`src/sv/assert_macros.svh`:
```
// assertion helpers included by the top-level rtl file
`ifndef ASSERT_MACROS_SVH
`define ASSERT_MACROS_SVH

// clocked check, masked while reset is asserted
`define AST_CLK_RST(name, clk, rst_n, prop, msg) \
    name: assert property (@(posedge clk) disable iff (!rst_n) prop) else $error(msg);

// clocked check that also holds through reset
`define AST_CLK(name, clk, prop, msg) \
    name: assert property (@(posedge clk) prop) else $error(msg);

`endif

```
`src/sv/fali_pkg.sv`:
```
package fali_pkg;

    // axis count and index width
    localparam int AXES   = 4;
    localparam int AXIS_W = $clog2(AXES);

    // angle limits in degrees
    localparam logic [7:0] NEUTRAL_ANGLE = 8'd90;
    localparam logic [7:0] MAX_ANGLE     = 8'd180;

    // item modes
    localparam logic MODE_MOVE = 1'b0;
    localparam logic MODE_TICK = 1'b1;

    // quotient bits produced by the shared divider
    localparam int DIV_STEPS = 8;
    localparam int BIT_W     = $clog2(DIV_STEPS);

    typedef logic [7:0] t_angle;

    // clamp a target to the servo range
    function automatic t_angle sat_angle(input logic [7:0] t);
        sat_angle = (t > MAX_ANGLE) ? MAX_ANGLE : t;
    endfunction

endpackage

```
`src/sv/fali_if.sv`:
```
// command channel: move or tick items
interface fali_cmd_if;
    logic       valid;
    logic       ready;
    logic       mode;
    logic [7:0] target_a;
    logic [7:0] target_b;
    logic [7:0] target_c;
    logic [7:0] target_d;

    modport source (output valid, output mode, output target_a, output target_b,
                    output target_c, output target_d, input ready);
    modport sink   (input valid, input mode, input target_a, input target_b,
                    input target_c, input target_d, output ready);
endinterface

// position channel: one set of commanded angles per item
interface fali_pos_if;
    logic       valid;
    logic       ready;
    logic [7:0] angle_a;
    logic [7:0] angle_b;
    logic [7:0] angle_c;
    logic [7:0] angle_d;
    logic       last_step;

    modport source (output valid, output angle_a, output angle_b, output angle_c,
                    output angle_d, output last_step, input ready);
    modport sink   (input valid, input angle_a, input angle_b, input angle_c,
                    input angle_d, input last_step, output ready);
endinterface

```
`src/sv/four_axis_linear_interpolator_top.sv`:
```
// channel  | dir | payload                                | transfer when
// i_cmd    | in  | mode, target_a..target_d               | valid & ready
// o_pos    | out | angle_a..angle_d, last_step            | valid & ready
//
// a move item runs each axis in turn through the shared distance compare
// a moving tick runs each axis in turn: each axis uses the shared multiplier twice
//   and the shared restoring divider for 8 steps
// an idle tick goes straight to the output state; i_cmd is not ready until the result sits in the output register
// o_pos holds its result under stall; a new command is taken while it waits
// reset is synchronous: all angles return to 90 and the block is idle
`include "assert_macros.svh"

module four_axis_linear_interpolator_top (
    input  logic      i_clk,
    input  logic      i_rst_n,
    fali_cmd_if.sink  i_cmd,
    fali_pos_if.source o_pos
);
    import fali_pkg::*;

    // sequencer states
    localparam logic [2:0] S_IDLE = 3'd0;
    localparam logic [2:0] S_MOVE = 3'd1;
    localparam logic [2:0] S_MUL0 = 3'd2;
    localparam logic [2:0] S_MUL1 = 3'd3;
    localparam logic [2:0] S_DIV  = 3'd4;
    localparam logic [2:0] S_OUT  = 3'd5;

    logic [2:0]        r_state;
    logic [AXIS_W-1:0] r_axis;
    logic [BIT_W-1:0]  r_bit;
    t_angle            r_present [AXES];
    t_angle            r_start   [AXES];
    t_angle            r_goal    [AXES];
    logic [7:0]        r_index;
    logic [7:0]        r_total;
    logic              r_moving;
    logic              r_last;
    logic [7:0]        r_most;
    logic [14:0]       r_prod;
    logic [7:0]        r_rem;
    logic [7:0]        r_quo;

    logic              r_out_valid;
    t_angle            r_out_angle [AXES];
    logic              r_out_last;

    t_angle            w_target [AXES];
    t_angle            w_cur_start;
    t_angle            w_cur_goal;
    logic [7:0]        w_dist;
    logic [7:0]        n_most;
    t_angle            w_mul_a;
    logic [7:0]        w_mul_b;
    logic [15:0]       w_prod;
    logic [15:0]       w_sum;
    logic [14:0]       w_num;
    logic [8:0]        w_shift;
    logic [8:0]        w_sub;
    logic              w_ge;
    logic              w_last_axis;
    logic              w_load_out;

    // targets as an array
    assign w_target[0] = i_cmd.target_a;
    assign w_target[1] = i_cmd.target_b;
    assign w_target[2] = i_cmd.target_c;
    assign w_target[3] = i_cmd.target_d;

    assign i_cmd.ready = (r_state == S_IDLE);

    // per-axis operands of the current step
    assign w_cur_start = r_start[r_axis];
    assign w_cur_goal  = r_goal[r_axis];
    assign w_last_axis = (r_axis == AXIS_W'(AXES - 1));

    // shared distance compare for the step count
    assign w_dist = (w_cur_goal >= w_cur_start) ? (w_cur_goal - w_cur_start)
                                                : (w_cur_start - w_cur_goal);
    assign n_most = (w_dist > r_most) ? w_dist : r_most;

    // shared multiplier: start * (total - index), then goal * index
    assign w_mul_a = (r_state == S_MUL0) ? w_cur_start : w_cur_goal;
    assign w_mul_b = (r_state == S_MUL0) ? (r_total - r_index) : r_index;
    assign w_prod  = w_mul_a * w_mul_b;
    assign w_sum   = {1'b0, r_prod} + {1'b0, w_prod[14:0]};
    assign w_num   = w_sum[14:0];

    // shared restoring divider step, divisor is the step count
    assign w_shift = {r_rem, r_quo[7]};
    assign w_ge    = (w_shift >= {1'b0, r_total});
    assign w_sub   = w_shift - {1'b0, r_total};

    assign w_load_out = (r_state == S_OUT) && (!r_out_valid || o_pos.ready);

    // sequencer and interpolation state
    always_ff @(posedge i_clk) begin
        if (!i_rst_n) begin
            r_state  <= S_IDLE;
            r_axis   <= '0;
            r_bit    <= '0;
            r_index  <= '0;
            r_total  <= '0;
            r_moving <= 1'b0;
            r_last   <= 1'b1;
            for (int a = 0; a < AXES; a++) begin
                r_present[a] <= NEUTRAL_ANGLE;
                r_start[a]   <= NEUTRAL_ANGLE;
                r_goal[a]    <= NEUTRAL_ANGLE;
            end
        end else begin
            case (r_state)
                S_IDLE: begin
                    if (i_cmd.valid) begin
                        r_axis <= '0;
                        if (i_cmd.mode == MODE_MOVE) begin
                            for (int a = 0; a < AXES; a++) begin
                                r_start[a] <= r_present[a];
                                r_goal[a]  <= sat_angle(w_target[a]);
                            end
                            r_most  <= '0;
                            r_state <= S_MOVE;
                        end else if (!r_moving) begin
                            r_last  <= 1'b1;
                            r_state <= S_OUT;
                        end else begin
                            r_index <= r_index + 8'd1;
                            r_state <= S_MUL0;
                        end
                    end
                end
                S_MOVE: begin
                    r_most <= n_most;
                    if (w_last_axis) begin
                        r_total  <= n_most;
                        r_index  <= '0;
                        r_moving <= (n_most != 8'd0);
                        r_last   <= (n_most == 8'd0);
                        r_state  <= S_OUT;
                    end else begin
                        r_axis <= r_axis + AXIS_W'(1);
                    end
                end
                S_MUL0: begin
                    r_prod  <= w_prod[14:0];
                    r_state <= S_MUL1;
                end
                S_MUL1: begin
                    r_rem   <= {1'b0, w_num[14:8]};
                    r_quo   <= w_num[7:0];
                    r_bit   <= '0;
                    r_state <= S_DIV;
                end
                S_DIV: begin
                    r_rem <= w_ge ? w_sub[7:0] : w_shift[7:0];
                    r_quo <= {r_quo[6:0], w_ge};
                    r_bit <= r_bit + BIT_W'(1);
                    if (r_bit == BIT_W'(DIV_STEPS - 1)) begin
                        r_present[r_axis] <= {r_quo[6:0], w_ge};
                        if (w_last_axis) begin
                            r_moving <= (r_index < r_total);
                            r_last   <= (r_index >= r_total);
                            r_state  <= S_OUT;
                        end else begin
                            r_axis  <= r_axis + AXIS_W'(1);
                            r_state <= S_MUL0;
                        end
                    end
                end
                S_OUT: begin
                    if (w_load_out) begin
                        r_state <= S_IDLE;
                    end
                end
                default: begin
                    r_state <= S_IDLE;
                end
            endcase
        end
    end

    // output register
    always_ff @(posedge i_clk) begin
        if (!i_rst_n) begin
            r_out_valid <= 1'b0;
        end else if (w_load_out) begin
            r_out_valid <= 1'b1;
        end else if (o_pos.ready) begin
            r_out_valid <= 1'b0;
        end
    end

    always_ff @(posedge i_clk) begin
        if (w_load_out) begin
            for (int a = 0; a < AXES; a++) begin
                r_out_angle[a] <= r_present[a];
            end
            r_out_last <= r_last;
        end
    end

    assign o_pos.valid     = r_out_valid;
    assign o_pos.angle_a   = r_out_angle[0];
    assign o_pos.angle_b   = r_out_angle[1];
    assign o_pos.angle_c   = r_out_angle[2];
    assign o_pos.angle_d   = r_out_angle[3];
    assign o_pos.last_step = r_out_last;

    // divider remainder stays below the divisor
    `AST_CLK_RST(a_rem_below_total, i_clk, i_rst_n,
        (r_state == S_DIV) |-> (r_rem < r_total), "divider remainder out of range")

    // a running move never passes its step count, the final step reaches it
    `AST_CLK_RST(a_index_in_move, i_clk, i_rst_n,
        r_moving |-> (r_index <= r_total), "step index passed count while moving")

    // every commanded angle stays in servo range
    `AST_CLK_RST(a_angle_range, i_clk, i_rst_n,
        o_pos.valid |-> ((o_pos.angle_a <= MAX_ANGLE) && (o_pos.angle_b <= MAX_ANGLE) &&
                         (o_pos.angle_c <= MAX_ANGLE) && (o_pos.angle_d <= MAX_ANGLE)),
        "angle above servo range")

    // a finished result waits while the output is stalled
    `AST_CLK_RST(a_out_wait, i_clk, i_rst_n,
        ((r_state == S_OUT) && r_out_valid && !o_pos.ready) |=> (r_state == S_OUT),
        "result dropped under output stall")

endmodule

```
`src/flat_wrapper.sv`:
```
// flat-port wrapper written by rule: the top's interface ports become plain ports
module four_axis_linear_interpolator_top_flat import fali_pkg::*;
  (i_clk, i_rst_n, i_cmd_valid, i_cmd_mode, i_cmd_target_a, i_cmd_target_b, i_cmd_target_c, i_cmd_target_d, i_cmd_ready, o_pos_valid, o_pos_angle_a, o_pos_angle_b, o_pos_angle_c, o_pos_angle_d, o_pos_last_step, o_pos_ready);
  fali_cmd_if i_cmd_i ();
  fali_pos_if o_pos_i ();
  input  logic i_clk;
  input  logic i_rst_n;
  input wire logic [$bits(i_cmd_i.valid)-1:0] i_cmd_valid;
  input wire logic [$bits(i_cmd_i.mode)-1:0] i_cmd_mode;
  input wire logic [$bits(i_cmd_i.target_a)-1:0] i_cmd_target_a;
  input wire logic [$bits(i_cmd_i.target_b)-1:0] i_cmd_target_b;
  input wire logic [$bits(i_cmd_i.target_c)-1:0] i_cmd_target_c;
  input wire logic [$bits(i_cmd_i.target_d)-1:0] i_cmd_target_d;
  output wire logic [$bits(i_cmd_i.ready)-1:0] i_cmd_ready;
  output wire logic [$bits(o_pos_i.valid)-1:0] o_pos_valid;
  output wire logic [$bits(o_pos_i.angle_a)-1:0] o_pos_angle_a;
  output wire logic [$bits(o_pos_i.angle_b)-1:0] o_pos_angle_b;
  output wire logic [$bits(o_pos_i.angle_c)-1:0] o_pos_angle_c;
  output wire logic [$bits(o_pos_i.angle_d)-1:0] o_pos_angle_d;
  output wire logic [$bits(o_pos_i.last_step)-1:0] o_pos_last_step;
  input wire logic [$bits(o_pos_i.ready)-1:0] o_pos_ready;
  assign i_cmd_i.valid = i_cmd_valid;
  assign i_cmd_i.mode = i_cmd_mode;
  assign i_cmd_i.target_a = i_cmd_target_a;
  assign i_cmd_i.target_b = i_cmd_target_b;
  assign i_cmd_i.target_c = i_cmd_target_c;
  assign i_cmd_i.target_d = i_cmd_target_d;
  assign i_cmd_ready = i_cmd_i.ready;
  assign o_pos_valid = o_pos_i.valid;
  assign o_pos_angle_a = o_pos_i.angle_a;
  assign o_pos_angle_b = o_pos_i.angle_b;
  assign o_pos_angle_c = o_pos_i.angle_c;
  assign o_pos_angle_d = o_pos_i.angle_d;
  assign o_pos_last_step = o_pos_i.last_step;
  assign o_pos_i.ready = o_pos_ready;
  four_axis_linear_interpolator_top u_core (.i_clk(i_clk), .i_rst_n(i_rst_n), .i_cmd(i_cmd_i), .o_pos(o_pos_i));
endmodule
```
`config.mk`:
```
export PLATFORM = sky130hd
export DESIGN_NAME = four_axis_linear_interpolator_top_flat
export DESIGN_NICKNAME = d
export VERILOG_FILES = /design/src/sv/fali_pkg.sv /design/src/sv/fali_if.sv /design/src/sv/four_axis_linear_interpolator_top.sv /design/src/flat_wrapper.sv
export VERILOG_INCLUDE_DIRS = /design/src /design/src/sv
export SDC_FILE = /design/constraint.sdc
export NUM_CORES = 1
export LEC_CHECK = 0
export CORE_MARGIN = 2
export CORE_UTILIZATION = 45
export CTS_CLUSTER_DIAMETER = 120
export DETAILED_ROUTE_END_ITERATION = 6
export DONT_BUFFER_PORTS = 1
export PLACE_DENSITY = 0.6
export SLEW_MARGIN = 20
export SYNTH_ARGS = -nofsm -noshare
export SYNTH_HDL_FRONTEND = slang
export SYNTH_SLANG_ARGS = --single-unit
```
`constraint.sdc`:
```
create_clock -name i_clk -period 14.15 [get_ports i_clk]
set_input_delay 0 -clock i_clk [delete_from_list [all_inputs] [get_ports i_clk]]
set_output_delay 0 -clock i_clk [all_outputs]
set_load 0.1 [all_outputs]
```
# After elaboration in Yosys (flattened, before gate mapping)
# Memory sizes are Yosys's and may differ from the RTL's. A register that Yosys moved wholly into a read port is not among the register bits.
# Index checks and enable logic that the tools add are counted.
# word_totals
word_cells	152
ramBits	128
regBits	67
out_inout_bits	35
in_bits	37
mem_count	4
# mem_list
memory	depth	width	rd	rd_clocked_by_memory_dff	wr	line_no	source
u_core.r_goal	4	8	1	1	4	four_axis_linear_interpolator_top.sv:34	t_angle r_goal [AXES];
u_core.r_out_angle	4	8	4	0	4	four_axis_linear_interpolator_top.sv:45	t_angle r_out_angle [AXES];
u_core.r_present	4	8	4	0	4	four_axis_linear_interpolator_top.sv:32	t_angle r_present [AXES];
u_core.r_start	4	8	1	1	4	four_axis_linear_interpolator_top.sv:33	t_angle r_start [AXES];
# op_classes
order_cmp	9
n_reduce_logical	21
bitwise_logic	8
n_mul	1
n_addsub	8
eq_ne	16
n_mux	72
# ops
operator	n
two-way mux 8 bit	24
case mux 8 bit (2 select lines)	4
> comparator 8 bit, second input constant	4
subtractor 8 bit	4
two-way mux 1 bit	24
two-way mux 3 bit	7
case mux 3 bit (6 select lines)	1
greater-or-equal comparator 8 bit	2
two-way mux 2 bit	8
adder 15 bit	1
multiplier 8 x 8 -> 15 bit	1
AND reduction 4 bit	3
!= test 2 x 1 -> 1 bit, second input constant	5
equality test 3 bit, second input constant	3
greater-or-equal comparator 9 x 8 -> 1 bit	1
adder 8 x 1 -> 8 bit, second input constant	1
> comparator 8 bit	1
logical NOT 8 bit	1
< comparator 8 bit	1
!= test 2 bit, second input constant	4
OR 1 bit	8
nonzero test 2 bit	4
nonzero test 8 bit	1
OR reduction 8 bit	1
other kinds (18)	21

# Logic depth before layout (Yosys ltp)
# depth
word_depth	7
ltp_mapped	33
depth_no_buf	33

# Worst setup path after synthesis
# No wires, ideal clock.
# synth_timing
path_kind	register -> register
from	register with a tool-made name
to	register u_core.r_rem[5], data pin
synth_period_minus_slack_ps	6942
path_stages_with_launch	25
t_required_ps	13881
slack_ps	7208
arrival_time_ps	6672
setup_ps	269
n_path_buf	2
path_cell_list	dfxtp_1 > clkbuf_1 > buf_1 > mux4_2 > mux2i_1 > or2_2 > fa_1 > fa_1 > inv_1 > fa_1 > inv_1 > fa_1 > inv_1 > ha_1 > nor3_1 > nor2_1 > a31oi_1 > xnor2_1 > ha_1 > or2_2 > a21oi_1 > inv_1 > a31oi_1 > xor2_1 > mux2i_1
# synth_rtl
element	line_no	source
end signal: assignment	four_axis_linear_interpolator_top.sv:149	r_rem <= {1'b0, w_num[14:8]};
end signal: assignment	four_axis_linear_interpolator_top.sv:155	r_rem <= w_ge ? w_sub[7:0] : w_shift[7:0];
end: declaration	four_axis_linear_interpolator_top.sv:41	logic [7:0] r_rem;

# Worst setup path in the final report
# layout_timing
from	register u_core.r_index[0]
to	register u_core.r_rem[6], data pin
# layout_between
elab_chain_cells	5
# layout_lines
element	line_no	source
start: declaration	four_axis_linear_interpolator_top.sv:35	logic [7:0] r_index;
start signal: assignment	four_axis_linear_interpolator_top.sv:127	r_index <= r_index + 8'd1;
subtractor 8 bit	four_axis_linear_interpolator_top.sv:84	assign w_mul_b = (r_state == S_MUL0) ? (r_total - r_index) : r_index;
two-way mux 8 bit *	four_axis_linear_interpolator_top.sv:84	
multiplier 8 x 8 -> 15 bit *	four_axis_linear_interpolator_top.sv:85	assign w_prod = w_mul_a * w_mul_b;
named net u_core.w_prod[9]	four_axis_linear_interpolator_top.sv:55	logic [15:0] w_prod;
adder 15 bit *	four_axis_linear_interpolator_top.sv:86	assign w_sum = {1'b0, r_prod} + {1'b0, w_prod[14:0]};
case mux 8 bit (2 select lines) *	four_axis_linear_interpolator_top.sv:112	case (r_state)
# Mark *: on every way through the listed nets, which the timed path passes. The rest lies on a longest branch.
# A chain may end at the register's enable or synchronous reset.

==> impl_metrics.tcl <==
set metrics [dict create \
    synth_edf_count 168 \
    ys_top_cells_by_area "edfxtp_1 (41%), ha_1 (9.2%), fa_1 (6.5%)" \
    worstRegToRegCells 30 \
    rows 60 \
    worstHoldPathType "primary input to flip-flop" \
    yosys.cell_types.count 67 \
    finalSetupViolations 0 \
    place_ws_ps 6520 \
    diodes 0 \
    nets 1372 \
    dpl_cell_area_um2 12800 \
    critPathMaxFanout 8 \
    portBuffers 0 \
    comb_power_share 0.365 \
    syn_inst 1167 \
    r2r_slack_ps 6480 \
    final_hold_viol_count 0 \
    status "finished, final reports clean" \
    cp_slowest_cell "fa_1" \
    yosys_register_bits 197 \
    synth_compound_area_frac 0.102 \
    critPathKind "flip-flop to flip-flop" \
    power_density_nw_per_um2 152 \
    seqPwrFrac 0.375 \
    rsz0062_at_grt "no" \
    fin_skew_ps 22.5 \
    wl_per_cell_um 19.0 \
    cts_tree "done" \
    clk_pin_slew_ps 100 \
    worstPathArrival_ps 7860 \
    async_flop_share 0 \
    cts_max_path_buffers 2 \
    cts_made_buffers 17 \
    fin_tns_setup_ps 0 \
    grt_use_total 0.215 \
    synthMuxAreaShare 0.0517 \
    synth_top_family_by_area "adder cells" \
    yosysTopAreaCellShare 0.407 \
    p_clk_frac 0.260 \
    cts_resized 0 \
    drt_iter0_drc 800 \
    period_minus_slack_ps 7670 \
    holdPathStages 1 \
    yosysSeqAreaShare 0.454 \
    core_um2 27000 \
    required_ps 14350 \
    swShare 0.406 \
    h-tree-depth 4 \
    die_y_um 170 \
    syn2layout_area_growth_pct 12.1 \
    fmax_mhz 130 \
    start_util 0.459 \
    dp_hpwl_um 21200 \
    internal_power_mw 1.25 \
    drv_slew 0 \
    wl_um 29600 \
    max-cap-violations 0 \
    clk-insertion-delay-late_ps 450 \
    place_congestion 0.854 \
    start_kind "flip-flop" \
    pin_count 72 \
    synth_area_leader_cell "edfxtp_1" \
    relSlewSlack 0.295 \
    switching_power_uw 856 \
    synth-simple-area-share 0.154 \
    ant_nets 0 \
    synth.cell_area_um2 12400 \
    yosys.area_share.adder 0.156 \
    root_buffer "clkbuf_16" \
    die-area_um2 28900 \
    num_vias 8618 \
    slowest_delay_ps 560 \
    syn_nets 1335 \
    worst_pin_slew_ps 1030 \
    numClockSinks 197 \
    synth_xor_area_frac 0.0321 \
    synth_top_flop_cell "edfxtp_1" \
    leakagePower_nw 5.59 \
    cp-end-kind "flip-flop" \
    final_cell_area_um2 13900 \
    die_x_um 170 \
    grt_max_degree 65 \
    firstDrtPassIters 5 \
    vdd_drop_max_v 0.0000762 \
    fin_crit_sh 0.542 \
    antenna_found_initial 0 \
    synth_area_per_cell_um2 10.6 \
    grt_pass1_vias 8561 \
    drive_gt1_frac 0.0822 \
    fin_ws_ps 6480 \
    yosysWarnings 0 \
    overflow 0 \
    grt_first_pass_wirelength_um 47600 \
    via_per_inst 5.53 \
    drc 0 \
    hold_ws_ps 17.7 \
]
[cell families after synthesis]
logic type,count (synthesis)
and+or+nand+nor,389
AOI/OAI and AO/OA,200
adders and majority gates,131
DFF,197
buffers and inverters,164
muxes,43
xor gates and xnor gates,43
[worst paths after layout]
check                                 start                                    to
min reg2reg      u_core.r_last$_SDFFE_PN1P_      u_core.o_pos.last_step$_DFFE_PP_
min                                 i_rst_n  u_core.r_present[2][4]$_SDFFCE_PN1P_
max reg2reg  u_core.r_index[0]$_SDFFE_PN0P_             u_core.r_rem[6]$_DFFE_PP_
max          u_core.r_index[0]$_SDFFE_PN0P_             u_core.r_rem[6]$_DFFE_PP_
[cells in the final DEF (no fill, tap or decap), types with 10 or more instances in the layout]
cell type,n
dfxtp_1,28
fa_1,40
ha_1,91
clkbuf_16,17
mux2i_1,22
xor2_1,13
xnor2_1,28
nand2b_1,38
nor2b_1,10
nand2_1,73
and2_1,31
nand3_1,12
o21ai_0,44
edfxtp_1,168
nor2_1,136
or2_2,21
a21o_1,14
dlygate4sd3_1,44
mux4_2,16
a21oi_1,77
inv_1,130
nor3_1,20
[power by group through the flow]
stage / Sequential [mW] / Combinational [mW] / Clock [mW]
after floorplan: 0.758 / 0.601 / 0
after global placement: 0.803 / 0.746 / 0
after detailed placement: 0.803 / 0.751 / 0
after CTS: 0.790 / 0.767 / 0.558
after global routing: 0.800 / 0.861 / 0.579
final: 0.790 / 0.770 / 0.549
[routing by layer]
layer	up-vias	share of wire	track usage	wire, µm
met1	4218	0.49	0.320	14600
met4	0	0.021	0.0684	619
met5	-	0	0	0
met3	31	0.051	0.0377	1500
met2	225	0.44	0.319	12900
li1	4144	-	-	-
[flip-flops by register name (all words and copies together), names as in the netlist, 2 cells and up, named ones only]
name and count:
u_core.r_goal 32, u_core.r_rem 8, u_core.r_prod 15, u_core.r_most 8
u_core.r_index 8, u_core.r_state 3, u_core.r_start 32, u_core.r_bit 3
u_core.r_out_angle 32, u_core.r_present 32, u_core.r_total 8, u_core.r_quo 8
u_core.r_axis 2
[cells in the mapped netlist, drive strengths merged, types with 3 or more instances]
cell    count
mux2i      22
a211o       4
nand2b     38
o31ai       5
edfxtp    168
a211oi      8
inv       130
and2       31
nor2      137
o21bai      8
a21oi      78
clkbuf     26
or2        21
nand3b      6
xor2       13
or3         3
a21o       14
mux4       16
o211a       5
nor3       23
and3        8
mux2        5
dfxtp      29
fa         40
a21boi      4
nor4        6
o21ai      45
o21a        6
a311oi      3
nand3      12
nand2      75
buf         8
nand4       9
nor2b      11
xnor2      29
a31oi       6
ha         91
[layout make-up]
class                           instances  area [µm²]
Clock buffer                           17         425
Clock inverter                         15         244
Fill cell                            2411       13100
Inverter                              130         488
Multi-Input combinational cell        806        6170
Sequential cell                       197        5630
Tap cell                              341         427
Timing Repair Buffer                   52         520
[through the flow]
step | util | cells | power, mW
after floorplan | - | 1167 | 1.36
after global placement | 0.473 | 1482 | 1.55
after detailed placement | 0.473 | 1482 | 1.55
after global routing | 0.514 | 1558 | 2.24
after CTS | 0.514 | 1558 | 2.12
final | 0.514 | 1558 | 2.11
[repair_timing]
action	in CTS	in global routing
buffers inserted	0	0
endpoints found under the hold margin	78	0
hold buffers	44	0
[critical path: cells and delay by family (launching register included)]
family | cells | cell delay (ps)
AO/OA/AOI/OAI | 10 | 2270
XOR/XNOR | 3 | 410
adder cells (fa/ha/maj) | 8 | 3470
buffers and inverters | 5 | 280
flip-flops | 1 | 460
multiplexers | 1 | 90
AND/OR/NAND/NOR | 3 | 430
Power figures use the tool's default switching activity.
